--- config.mk ---
export PLATFORM = sky130hd
export DESIGN_NAME = sensor_piecewise_linear_correction
export DESIGN_NICKNAME = d
export VERILOG_FILES = /design/src/rtl/splc_pkg.sv /design/src/rtl/splc_ram.sv /design/src/rtl/splc_locate.sv /design/src/rtl/splc_interp.sv /design/src/rtl/splc_recip_div.sv /design/src/rtl/sensor_piecewise_linear_correction.sv
export SDC_FILE = /design/constraint.sdc
export NUM_CORES = 2
export LEC_CHECK = 0
export ABC_AREA = 1
export BUFFER_PORTS_ARGS = -buffer_cell sky130_fd_sc_hd__buf_2
export CORE_UTILIZATION = 48
export DETAILED_ROUTE_END_ITERATION = 12
export PLACE_DENSITY = 0.73
export SLEW_MARGIN = 30
export SYNTH_ARGS = -nofsm -noshare
export SYNTH_HDL_FRONTEND = slang
export SYNTH_HIERARCHICAL = 1
export SYNTH_SLANG_ARGS = --single-unit
--- constraint.sdc ---
create_clock -name clk -period 18.4 [get_ports clk]
set_clock_uncertainty 0.2 [all_clocks]
set_input_delay 1.84 -clock clk [delete_from_list [all_inputs] [get_ports clk]]
set_output_delay 1.84 -clock clk [all_outputs]
set_load 0.005 [all_outputs]
--- src/rtl/splc_pkg.sv ---
// Shared types and constants for the piecewise linear sensor correction block.
// Depends on nothing; every other file in rtl/ but splc_ram refers to it by scoped names.

package splc_pkg;

	// configuration port
	localparam int CFG_INDEX_W = 4;
	localparam int CFG_DATA_W  = 32;
	localparam int NUM_REGS    = 8;
	localparam int REG_ADDR_W  = 3;
	localparam logic [CFG_INDEX_W-1:0] REG_HUMI_TOP = 4'd7;

	// knot layout: temperature entries 0..8, humidity entries 9..14
	localparam int TEMP_KNOTS = 9;
	localparam int HUMI_KNOTS = 6;
	localparam int MAX_SEG    = TEMP_KNOTS - 2;
	localparam int ENTRY_W    = 4;
	localparam logic [ENTRY_W-1:0] TEMP_FIRST = 4'd0;
	localparam logic [ENTRY_W-1:0] HUMI_FIRST = 4'd9;

	// reading ranges and special values, hundredths
	localparam logic signed [15:0] TEMP_LOW   = -16'sd4000;
	localparam logic signed [15:0] TEMP_HIGH  = 16'sd12000;
	localparam logic signed [15:0] HUMI_LOW   = 16'sd0;
	localparam logic signed [15:0] HUMI_LIMIT = 16'sd10000;
	localparam logic signed [15:0] OOR_VALUE  = -16'sd20000;
	localparam logic signed [15:0] SAT_MAX    = 16'sh7FFF;
	localparam logic signed [15:0] SAT_MIN    = 16'sh8000;

	// datapath widths that do not depend on the segment span
	localparam int READ_W  = 16;
	localparam int OFF_W   = 16;
	localparam int IDX_W   = 3;
	localparam int DELTA_W = 15;  // offset into a segment, at most 16000
	localparam int SUM_W   = 17;  // reading plus one knot offset
	localparam int DIFF_W  = 17;  // difference of two knot offsets
	localparam int PROD_W  = 32;  // delta times offset difference

	// magnitude bounds of the in-range numerator terms
	localparam longint SUM_MAX  = 44767;        // 12000 + 32767
	localparam longint PROD_MAX = 1048560000;   // 16000 * 65535

	typedef struct packed {
		logic                     oor;
		logic signed [READ_W-1:0] x;
		logic [DELTA_W-1:0]       delta;
		logic                     odd;    // low knot sits in the upper half of its word
	} seg_t;

	// bits needed for |(x + off_lo) * span + delta * (off_hi - off_lo)|
	function automatic int mag_width(input int span);
		longint bound;
		bound = SUM_MAX * longint'(span) + PROD_MAX;
		return $clog2(bound + 64'sd1);
	endfunction

endpackage

--- src/rtl/splc_ram.sv ---
// Generic single-write, dual-read RAM with registered read data.
// Stands alone; holds the knot offset words for the correction block.

module splc_ram #(
	parameter int WIDTH = 32,
	parameter int DEPTH = 8
) (
	input  logic                     clk,
	input  logic                     we,
	input  logic [$clog2(DEPTH)-1:0] waddr,
	input  logic [WIDTH-1:0]         wdata,
	input  logic                     re,
	input  logic [$clog2(DEPTH)-1:0] raddr0,
	input  logic [$clog2(DEPTH)-1:0] raddr1,
	output logic [WIDTH-1:0]         rdata0,
	output logic [WIDTH-1:0]         rdata1
);

	logic [WIDTH-1:0] mem [DEPTH];

	always_ff @(posedge clk) begin
		if (we) begin
			mem[waddr] <= wdata;
		end
		if (re) begin
			rdata0 <= mem[raddr0];
			rdata1 <= mem[raddr1];
		end
	end

endmodule

--- src/rtl/splc_locate.sv ---
// Range check and segment search for one reading, ending in the first stage register.
// Uses splc_pkg; drives the knot RAM read addresses.

module splc_locate #(
	parameter int SEGMENT_SPAN = 2000
) (
	input  logic                                clk,
	input  logic                                en,
	input  logic                                kind,
	input  logic signed [splc_pkg::READ_W-1:0]  reading,
	output logic [splc_pkg::REG_ADDR_W-1:0]     addr_lo,
	output logic [splc_pkg::REG_ADDR_W-1:0]     addr_hi,
	output splc_pkg::seg_t                      seg_s1
);

	localparam int POS_W = $clog2(splc_pkg::MAX_SEG * SEGMENT_SPAN + 1);

	logic                                oor;
	logic signed [splc_pkg::READ_W-1:0]  low;
	logic signed [splc_pkg::READ_W:0]    rel;
	logic [splc_pkg::DELTA_W-1:0]        rel_u;
	logic [splc_pkg::IDX_W-1:0]          cap;
	logic [splc_pkg::IDX_W-1:0]          idx;
	logic [POS_W-1:0]                    pos;
	logic [splc_pkg::DELTA_W-1:0]        delta;
	logic [splc_pkg::ENTRY_W-1:0]        entry;
	logic [splc_pkg::ENTRY_W-1:0]        entry_nx;

	always_comb begin
		if (kind) begin
			oor = (reading < splc_pkg::HUMI_LOW) || (reading >= splc_pkg::HUMI_LIMIT);
			low = splc_pkg::HUMI_LOW;
			cap = splc_pkg::IDX_W'(splc_pkg::HUMI_KNOTS - 2);
		end else begin
			oor = (reading < splc_pkg::TEMP_LOW) || (reading > splc_pkg::TEMP_HIGH);
			low = splc_pkg::TEMP_LOW;
			cap = splc_pkg::IDX_W'(splc_pkg::TEMP_KNOTS - 2);
		end
		rel   = {reading[splc_pkg::READ_W-1], reading} - {low[splc_pkg::READ_W-1], low};
		rel_u = rel[splc_pkg::DELTA_W-1:0];

		// boundaries are constants; the last match wins, clamped to the top segment
		idx = '0;
		pos = '0;
		for (int j = 1; j <= splc_pkg::MAX_SEG; j++) begin
			if (splc_pkg::IDX_W'(j) <= cap && 32'(rel_u) >= 32'(j * SEGMENT_SPAN)) begin
				idx = splc_pkg::IDX_W'(j);
				pos = POS_W'(j * SEGMENT_SPAN);
			end
		end
		delta = splc_pkg::DELTA_W'(32'(rel_u) - 32'(pos));

		entry    = (kind ? splc_pkg::HUMI_FIRST : splc_pkg::TEMP_FIRST)
			+ {{(splc_pkg::ENTRY_W - splc_pkg::IDX_W){1'b0}}, idx};
		entry_nx = entry + splc_pkg::ENTRY_W'(1);
	end

	// two offsets per configuration word
	assign addr_lo = entry[splc_pkg::ENTRY_W-1:1];
	assign addr_hi = entry_nx[splc_pkg::ENTRY_W-1:1];

	always_ff @(posedge clk) begin
		if (en) begin
			seg_s1.oor   <= oor;
			seg_s1.x     <= reading;
			seg_s1.delta <= delta;
			seg_s1.odd   <= entry[0];
		end
	end

endmodule

--- src/rtl/splc_interp.sv ---
// Interpolation numerator: knot offset pick, both products, then sum and magnitude.
// Uses splc_pkg; fed by splc_locate and the knot RAM, feeds splc_recip_div.

module splc_interp #(
	parameter int SEGMENT_SPAN = 2000
) (
	input  logic                                   clk,
	input  logic                                   en,
	input  splc_pkg::seg_t                         seg_s1,
	input  logic [splc_pkg::CFG_DATA_W-1:0]        lo_word,
	input  logic [splc_pkg::CFG_DATA_W-1:0]        hi_word,
	output logic                                   oor_s3,
	output logic                                   neg_s3,
	output logic [splc_pkg::mag_width(SEGMENT_SPAN)-1:0] mag_s3
);

	localparam int SPAN_W = $clog2(SEGMENT_SPAN + 1);
	localparam int AS_W   = splc_pkg::SUM_W + SPAN_W + 1;
	localparam int NUM_W  = ((AS_W > splc_pkg::PROD_W) ? AS_W : splc_pkg::PROD_W) + 1;
	localparam int MAG_W  = splc_pkg::mag_width(SEGMENT_SPAN);
	localparam logic signed [SPAN_W:0] SPAN_S = (SPAN_W + 1)'(SEGMENT_SPAN);

	logic [splc_pkg::OFF_W-1:0]          off_lo;
	logic [splc_pkg::OFF_W-1:0]          off_hi;
	logic signed [splc_pkg::SUM_W-1:0]   sum;
	logic signed [splc_pkg::DIFF_W-1:0]  diff;
	logic signed [splc_pkg::PROD_W-1:0]  prod;
	logic signed [AS_W-1:0]              scaled;

	logic                                oor_s2;
	logic signed [splc_pkg::PROD_W-1:0]  prod_s2;
	logic signed [AS_W-1:0]              scaled_s2;

	logic signed [NUM_W-1:0]             num;
	logic signed [NUM_W-1:0]             num_abs;

	// num = (x + off_lo) * span + delta * (off_hi - off_lo), since knot_lo + delta = x + off_lo
	always_comb begin
		if (seg_s1.odd) begin
			off_lo = lo_word[31:16];
			off_hi = hi_word[15:0];
		end else begin
			off_lo = lo_word[15:0];
			off_hi = hi_word[31:16];
		end
		sum    = {seg_s1.x[splc_pkg::READ_W-1], seg_s1.x} + {off_lo[splc_pkg::OFF_W-1], off_lo};
		diff   = {off_hi[splc_pkg::OFF_W-1], off_hi} - {off_lo[splc_pkg::OFF_W-1], off_lo};
		prod   = splc_pkg::PROD_W'($signed({1'b0, seg_s1.delta})) * splc_pkg::PROD_W'(diff);
		scaled = AS_W'(sum) * AS_W'(SPAN_S);
	end

	always_ff @(posedge clk) begin
		if (en) begin
			oor_s2    <= seg_s1.oor;
			prod_s2   <= prod;
			scaled_s2 <= scaled;
		end
	end

	always_comb begin
		num     = NUM_W'(scaled_s2) + NUM_W'(prod_s2);
		num_abs = num[NUM_W-1] ? -num : num;
	end

	always_ff @(posedge clk) begin
		if (en) begin
			oor_s3 <= oor_s2;
			neg_s3 <= num[NUM_W-1];
			mag_s3 <= num_abs[MAG_W-1:0];
		end
	end

endmodule

--- src/rtl/splc_recip_div.sv ---
// Exact division of the numerator magnitude by the segment span, sign restore, saturation and out-of-range value.
// Uses splc_pkg; fed by splc_interp, holds the result register.

module splc_recip_div #(
	parameter int SEGMENT_SPAN = 2000
) (
	input  logic                                         clk,
	input  logic                                         en,
	input  logic                                         oor_s3,
	input  logic                                         neg_s3,
	input  logic [splc_pkg::mag_width(SEGMENT_SPAN)-1:0] mag_s3,
	output logic signed [splc_pkg::READ_W-1:0]           corrected_q,
	output logic                                         oor_q
);

	localparam int MAG_W = splc_pkg::mag_width(SEGMENT_SPAN);
	localparam int SHIFT = MAG_W + $clog2(SEGMENT_SPAN);
	// ceil(2^SHIFT / span): floor of the scaled product is exact for any magnitude below 2^MAG_W
	localparam longint unsigned RECIP =
		((64'd1 << SHIFT) + 64'(SEGMENT_SPAN) - 64'd1) / 64'(SEGMENT_SPAN);
	localparam logic [MAG_W:0] RECIP_V = (MAG_W + 1)'(RECIP);

	logic [2*MAG_W:0]                 prod;
	logic [MAG_W-1:0]                 quo;
	logic signed [splc_pkg::READ_W-1:0] res;

	always_comb begin
		prod = (2 * MAG_W + 1)'(mag_s3) * (2 * MAG_W + 1)'(RECIP_V);
		quo  = MAG_W'(prod >> SHIFT);
		if (oor_s3) begin
			res = splc_pkg::OOR_VALUE;
		end else if (!neg_s3 && quo > MAG_W'(32767)) begin
			res = splc_pkg::SAT_MAX;
		end else if (neg_s3 && quo > MAG_W'(32768)) begin
			res = splc_pkg::SAT_MIN;
		end else if (neg_s3) begin
			res = -$signed(quo[splc_pkg::READ_W-1:0]);
		end else begin
			res = $signed(quo[splc_pkg::READ_W-1:0]);
		end
	end

	always_ff @(posedge clk) begin
		if (en) begin
			corrected_q <= res;
			oor_q       <= oor_s3;
		end
	end

endmodule

--- src/rtl/sensor_piecewise_linear_correction.sv ---
// Piecewise linear sensor correction, top level: configuration, knot store, pipeline control.
// Uses splc_pkg, splc_ram, splc_locate, splc_interp and splc_recip_div.
//
// One reading is taken per clock while ready is high, and its corrected value appears on the
// result channel after four register stages (segment search with knot RAM read, the two
// products, the signed numerator sum, and the reciprocal multiply that divides by the segment
// span); all four advance together, so the throughput is one item per cycle while
// result_ready is high and the whole pipeline holds while a result waits. Knot offsets live in
// an eight-word RAM written through the cfg channel (always ready); a word never written reads
// as zero through a per-word written flag, so no clearing pass follows reset.

module sensor_piecewise_linear_correction #(
	parameter int SEGMENT_SPAN = 2000
) (
	input  logic                                 clk,
	input  logic                                 arst_n,
	input  logic                                 valid,
	output logic                                 ready,
	input  logic                                 kind,
	input  logic signed [splc_pkg::READ_W-1:0]   reading,
	output logic                                 result_valid,
	input  logic                                 result_ready,
	output logic signed [splc_pkg::READ_W-1:0]   corrected,
	output logic                                 out_of_range,
	input  logic                                 cfg_valid,
	output logic                                 cfg_ready,
	input  logic [splc_pkg::CFG_INDEX_W-1:0]     cfg_index,
	input  logic [splc_pkg::CFG_DATA_W-1:0]      cfg_data
);

	localparam int MAG_W = splc_pkg::mag_width(SEGMENT_SPAN);

	logic                                en;
	logic                                v1_q;
	logic                                v2_q;
	logic                                v3_q;
	logic                                out_valid_q;

	logic                                cfg_we;
	logic [splc_pkg::REG_ADDR_W-1:0]     cfg_addr;
	logic [splc_pkg::CFG_DATA_W-1:0]     cfg_wdata;
	logic [splc_pkg::NUM_REGS-1:0]       written_q;

	logic [splc_pkg::REG_ADDR_W-1:0]     addr_lo;
	logic [splc_pkg::REG_ADDR_W-1:0]     addr_hi;
	logic [splc_pkg::CFG_DATA_W-1:0]     ram_lo;
	logic [splc_pkg::CFG_DATA_W-1:0]     ram_hi;
	logic                                lo_written_s1;
	logic                                hi_written_s1;
	logic [splc_pkg::CFG_DATA_W-1:0]     lo_word;
	logic [splc_pkg::CFG_DATA_W-1:0]     hi_word;

	splc_pkg::seg_t                      seg_s1;
	logic                                oor_s3;
	logic                                neg_s3;
	logic [MAG_W-1:0]                    mag_s3;

	// whole pipeline moves unless a finished result is stalled
	assign en           = !out_valid_q || result_ready;
	assign ready        = en;
	assign result_valid = out_valid_q;

	always_ff @(posedge clk or negedge arst_n) begin
		if (!arst_n) begin
			v1_q        <= 1'b0;
			v2_q        <= 1'b0;
			v3_q        <= 1'b0;
			out_valid_q <= 1'b0;
		end else if (en) begin
			v1_q        <= valid;
			v2_q        <= v1_q;
			v3_q        <= v2_q;
			out_valid_q <= v3_q;
		end
	end

	// configuration: indexes past the list are dropped, the last register is 16 bits
	assign cfg_ready = 1'b1;
	assign cfg_we    = cfg_valid && (cfg_index < splc_pkg::CFG_INDEX_W'(splc_pkg::NUM_REGS));
	assign cfg_addr  = cfg_index[splc_pkg::REG_ADDR_W-1:0];
	assign cfg_wdata = (cfg_index == splc_pkg::REG_HUMI_TOP) ? {16'd0, cfg_data[15:0]} : cfg_data;

	always_ff @(posedge clk or negedge arst_n) begin
		if (!arst_n) begin
			written_q <= '0;
		end else if (cfg_we) begin
			written_q[cfg_addr] <= 1'b1;
		end
	end

	splc_ram #(
		.WIDTH (splc_pkg::CFG_DATA_W),
		.DEPTH (splc_pkg::NUM_REGS)
	) u_knots (
		.clk    (clk),
		.we     (cfg_we),
		.waddr  (cfg_addr),
		.wdata  (cfg_wdata),
		.re     (en),
		.raddr0 (addr_lo),
		.raddr1 (addr_hi),
		.rdata0 (ram_lo),
		.rdata1 (ram_hi)
	);

	always_ff @(posedge clk) begin
		if (en) begin
			lo_written_s1 <= written_q[addr_lo];
			hi_written_s1 <= written_q[addr_hi];
		end
	end

	assign lo_word = lo_written_s1 ? ram_lo : '0;
	assign hi_word = hi_written_s1 ? ram_hi : '0;

	splc_locate #(
		.SEGMENT_SPAN (SEGMENT_SPAN)
	) u_locate (
		.clk     (clk),
		.en      (en),
		.kind    (kind),
		.reading (reading),
		.addr_lo (addr_lo),
		.addr_hi (addr_hi),
		.seg_s1  (seg_s1)
	);

	splc_interp #(
		.SEGMENT_SPAN (SEGMENT_SPAN)
	) u_interp (
		.clk     (clk),
		.en      (en),
		.seg_s1  (seg_s1),
		.lo_word (lo_word),
		.hi_word (hi_word),
		.oor_s3  (oor_s3),
		.neg_s3  (neg_s3),
		.mag_s3  (mag_s3)
	);

	splc_recip_div #(
		.SEGMENT_SPAN (SEGMENT_SPAN)
	) u_div (
		.clk         (clk),
		.en          (en),
		.oor_s3      (oor_s3),
		.neg_s3      (neg_s3),
		.mag_s3      (mag_s3),
		.corrected_q (corrected),
		.oor_q       (out_of_range)
	);

	a_oor_value: assert property (@(posedge clk) disable iff (!arst_n)
		result_valid && out_of_range |-> corrected == splc_pkg::OOR_VALUE)
		else $error("out-of-range result without the out-of-range value");

	a_last_stage_moves: assert property (@(posedge clk) disable iff (!arst_n)
		en && v3_q |=> result_valid)
		else $error("last pipeline stage did not reach the result register");

	a_written_flag: assert property (@(posedge clk) disable iff (!arst_n)
		cfg_we |=> written_q[$past(cfg_addr)])
		else $error("configuration write did not mark its word as written");

endmodule
# == Yosys cells after proc, flatten, opt, wreduce, memory -nomap -nowiden ==
# Memory sizes are Yosys's and may differ from the RTL's. A register that Yosys moved wholly into a read port is not among the register bits.
# Cells that the tools add are included.
# op_classes
addsub,9
mul,3
magnitude_cmp,25
eq_ne,1
muxes,35
bitwise,1
n_reduce_logical,17
# op_table
operator,n
two-way mux 32 bit,3
two-way mux 16 bit,5
multiplier 31 x 29 -> 60 bit (second input constant),1
>= comparator 15 x 14 -> 1 bit (second input constant),3
two-way mux 14 bit,3
adder 29 x 32 -> 33 bit,1
multiplier 16 x 17 -> 32 bit,1
two-way mux 31 bit,1
negation 31 bit,1
>= comparator 15 x 13 -> 1 bit (second input constant),2
two-way mux 13 bit,2
multiplier 17 x 8 -> 25 bit (second input constant),1
greater-than comparator 21 x 15 -> 1 bit (second input constant),1
greater-than comparator 21 x 16 -> 1 bit (second input constant),1
adder 16 x 16 -> 17 bit,1
subtractor 16 x 16 -> 17 bit,1
>= comparator 16 x 15 -> 1 bit (second input constant),1
greater-than comparator 16 x 15 -> 1 bit (second input constant),1
less-than comparator 16 x 1 -> 1 bit (second input constant),1
less-than comparator 16 x 13 -> 1 bit (second input constant),1
negation 16 bit,1
>= comparator 15 x 11 -> 1 bit (second input constant),1
>= comparator 15 x 12 -> 1 bit (second input constant),1
two-way mux 15 bit,1
24 further kinds,55
# totals
regBits,155
mem_bits_rw,256
input_bits,58
output_inout_bits,20
mem_count,1
# memory_table
name,depth,word_bits,read_ports,rd_ports_with_merged_regs,wr,line_no,rtl
u_knots.mem,8,32,2,2,1,splc_ram.sv:19,logic [WIDTH-1:0] mem [DEPTH];

# == Logic depth before layout (Yosys ltp) ==
# logic_depth
word_depth,15
ltp_mapped,43
depth_no_buf,42

# == Hierarchy ==
# Netlist, hierarchy kept.
# by_module_without_submodules
mod,n_inst,cells_each,area_per_inst_um2,seq_area_each_um2
splc_interp,1,2429,20091.8,2732.6
splc_recip_div,1,2350,17917.2,510.5
splc_ram,1,1783,15675.0,9609.2
splc_locate,1,269,2230.9,870.8
sensor_piecewise_linear_correction,1,265,1393.8,360.3

# == Worst setup path before layout ==
# No wires, ideal clock.
# synth_path
path_type,input to output
startpoint,input port result_ready
endpoint,output port ready
arrival_ps,6304
required_ps,16360
setup_slack_ps,10056
cell_stages,2
n_path_buf,0
cell_sequence,inv_1 nand2_1
# synth_between
elab_chain_cells,1
# synth_lines
item,line_no,rtl
"start, declared",sensor_piecewise_linear_correction.sv:22,"input logic result_ready,"
logical OR 1 bit,sensor_piecewise_linear_correction.sv:59,assign en = !out_valid_q || result_ready;
"end, declared",sensor_piecewise_linear_correction.sv:18,"output logic ready,"
# No other way between the ends.

# == Worst setup path after layout ==
# layout_path
startpoint,"register, netlist name u_locate/seg_s1[0]"
endpoint,"register u_interp/prod_s2[28] (netlist name), data pin"
# layout_between
elab_chain_cells,3
word_cells_on_any_way,4
# layout_lines
item,line_no,rtl
two-way mux 16 bit,splc_interp.sv:39,if (seg_s1.odd) begin
subtractor 16 x 16 -> 17 bit (*),splc_interp.sv:47,"diff = {off_hi[splc_pkg::OFF_W-1], off_hi} - {off_lo[splc_pkg::OFF_W-1], off_lo};"
multiplier 16 x 17 -> 32 bit (*),splc_interp.sv:48,"prod = splc_pkg::PROD_W'($signed({1'b0, seg_s1.delta})) * splc_pkg::PROD_W'(diff);"
via u_interp.prod (one bit),splc_interp.sv:27,logic signed [splc_pkg::PROD_W-1:0] prod;
"end signal, assigned",splc_interp.sv:55,prod_s2 <= prod;
"end, declared",splc_interp.sv:31,logic signed [splc_pkg::PROD_W-1:0] prod_s2;
# Mark *: on every way through the listed nets, which the timed path passes. The rest lies on a longest branch.
# A chain may end at the register's enable or synchronous reset.

==> reports/metrics.yaml <==
place:
  gp_congestion: 0.9642
  io_buffers: 76
  dp_slack_ns: 9.060
  post-dp-hpwl_um: 117200
  dp_cells: 8589
worst_setup_path:
  cp_max_fo: 48
  r2r_cells: 27
  crit_path_start_kind: "flop"
  cp.required_ns: 18.61
  path_class: "flop to flop"
  end_kind: "flop"
  cp.arrival_ns: 9.67
synth:
  synth-seq-area-share_pct: 24.57
  yosysUniqueCellTypes: 62
  ys_async_sr_fraction_pct: 2.548
  synth_area_um2: 57310
  syn_inst: 7096
  yosys_warnings: 6
  synthFlopType: "edfxtp_1"
  synth_fp_nets: 8362
  syn_area_per_cell_um2: 8.076
  synth-seq-cells: 471
  synth_edf_count: 459
die:
  core_um2: 118200
  start_util_pct: 48.47
  ios: 78
  die_w_um: 347.5
  die_area_um2: 120800
  die_h_um: 347.5
  std_cell_rows: 126
sta:
  setup_slack_ns: 8.941
  slew_headroom_pct: 32.86
  fin_tns_setup_ns: 0
  fmax_ghz: 0.1057
  min_period_over_period_pct: 51.41
  rsz0062_at_grt: "false"
  min_period_ns: 9.459
  setup_viol: 0
  drv_slew: 0
  tightest_slew_ns: 1.004
  hold_violations: 0
grt:
  grt_pass1_vias: 44880
  grt_pass1_wl_um: 240900
  grt_max_degree: 121
  grtUsageTotal_pct: 25.36
  grt_remaining_overflow: 0
  antenna_found_initial: 2
cells_and_area:
  fillCellCount: 10970
  fin_nets: 8376
  drive_gt1_share_pct: 6.139
  fin_util_pct: 51.41
  syn_to_final_growth_pct: 6.059
  instances_no_fill: 8689
clocking:
  cts.clk_slew.worst_paths_ns: 0.06
  clk_latency_ns: 0.68
  cts_max_path_buffers: 3
  ctsResizeCount: 0
  cts_setup_buffers: 0
  clock-sinks: 471
  cts_buffers: 52
  hold_buffers: 0
  cts_tree: "built"
  cts_root_buf: "clkbuf_16"
  h-tree-depth: 2
routing:
  drt_pass1_iterations: 6
  wl_per_cell_um: 17.39
  drt-total-wl_um: 151100
  drtIter0Drc: 3885
  drc: 0
  ant_nets: 0
  viasPerCell: 5.156
  vias: 44800
min_path:
  hold_depth: 2
  min_path_type: "flop to flop"
job:
  cap_violations: 0
run_status:
  outcome: "finished, final reports clean"
synth_stat cells, drive strengths merged, types with 4 or more instances:
cell       n  share of area (%)
xnor2     45               0.73
nand4     53               0.58
nand2   2030                 14
clkinv     7              0.046
nand3b    15               0.20
a21oi    179                1.6
edfxtp   459                 24
o21ai     96               0.87
a21o      13               0.17
ha       606                 13
buf      101                1.3
mux2      15               0.29
dfrtp     12               0.52
o21a       4              0.052
o211ai     5              0.066
o21bai    15               0.20
or2       16               0.18
nor2     415                3.1
nand3    423                3.8
a21boi     9               0.12
fa       602                 21
xor2     102                1.6
clkbuf    45               0.29
nor3      31               0.34
inv     1766                 12
o31ai      7              0.092
path summary, 6_finish.rpt:
kind / startpoint / end / slack [ns]
setup / recovery: u_locate/seg_s1[0] / u_interp/prod_s2[28] / 8.94
hold / removal: v3_q / result_valid / 0.25
setup reg to reg: u_locate/seg_s1[0] / u_interp/prod_s2[28] / 8.94
hold reg to reg: v3_q / result_valid / 0.25
max in group asynchronous: arst_n / written_q[3] / 16.91
min in group asynchronous: arst_n / result_valid / 0.87
cell families after synthesis:
| kind of cell | count (synthesis) | share of synthesized area (%) |
|---|---|---|
| flops | 471 | 24.57 |
| mux | 16 | 0.3122 |
| fa+ha+maj | 1208 | 34.26 |
| xor+xnor | 147 | 2.312 |
| buf+inv | 1919 | 13.17 |
| other cells | 1 | 0.006544 |
| compound gates | 344 | 3.436 |
| simple gates | 2990 | 21.92 |
layout make-up:
cell class                      instances  area (um^2)  area share [%]
Multi-Input combinational cell       4706        35800           58.90
Sequential cell                       471        14080           23.17
Inverter                             1773         6663           10.96
Tap cell                             1536         1922           3.162
Clock buffer                           67         1398           2.299
Timing Repair Buffer                  106        649.4           1.068
Clock inverter                         28        260.3          0.4282
Antenna cell                            2        5.005        0.008234
routing by layer:
metal	track usage [%]	share of wire [%]	vias up
li1	-	-	21580
met1	34.40	43	21280
met2	41.49	46	1648
met3	3.820	7.5	285
met4	8.505	3.5	2
met5	0	0.0086	-
through the flow:
stage	hold WS [ns]	instance area [um^2]
floorplan	0.2003	57310
global placement	0.2323	59050
finish	0.2510	60780
detailed placement	0.2367	59060
CTS	0.2519	60720
global route	0.2671	60780
layout by cell type, fill, tap and decap left out, drive strengths merged, types with 3 or more instances in the layout:
cell type / instances
a21boi: 9
inv: 1769
a21oi: 179
mux2: 15
a22o: 3
o31ai: 7
nand4: 53
dfrtp: 12
o21ai: 96
fa: 602
o21a: 4
clkinv: 27
o21bai: 15
or2: 16
xnor2: 45
nor4: 3
nor3: 31
nor2: 415
a21o: 13
edfxtp: 459
nand3b: 15
xor2: 102
o211ai: 5
nand3: 423
clkinvlp: 3
o221ai: 3
ha: 606
nand2: 2030
clkbuf: 67
buf: 106
o22ai: 3
o2111ai: 3
critical path, cell delays in order (launching register included):
cell and delay [ns]:
edfxtp_1 0.33, buf_4 0.41, mux2_2 0.43, ha_1 0.22, fa_1 0.44, o21ai_2 0.22, a21oi_2 0.11, o21ai_2 0.23
xor2_1 0.81, clkinv_1 0.59, nor2_1 0.29, fa_1 0.45, fa_1 0.48, fa_1 0.52, fa_1 0.54, fa_1 0.54
inv_1 0.06, fa_1 0.53, inv_1 0.04, ha_1 0.36, nand2_1 0.14, nor4_1 0.36, nand2_1 0.11, o211ai_1 0.35
a21o_1 0.20, nand2_1 0.06, nand2_1 0.08, xor2_1 0.07
flip-flops by register name (all words and copies together) (netlist names), 16 cells and up:
| register | count |
|---|---|
| u_interp/prod_s2 | 32 |
| u_locate/seg_s1 | 29 |
| u_div/corrected_q | 16 |
| u_interp/mag_s3 | 31 |
| u_knots/rdata0 | 32 |
| u_interp/scaled_s2 | 25 |
| u_knots/mem | 256 |
| u_knots/rdata1 | 32 |
Power is left out: the tool's default activity adds up to more than one toggle a clock period on the data nets, which glitch-free logic cannot reach.
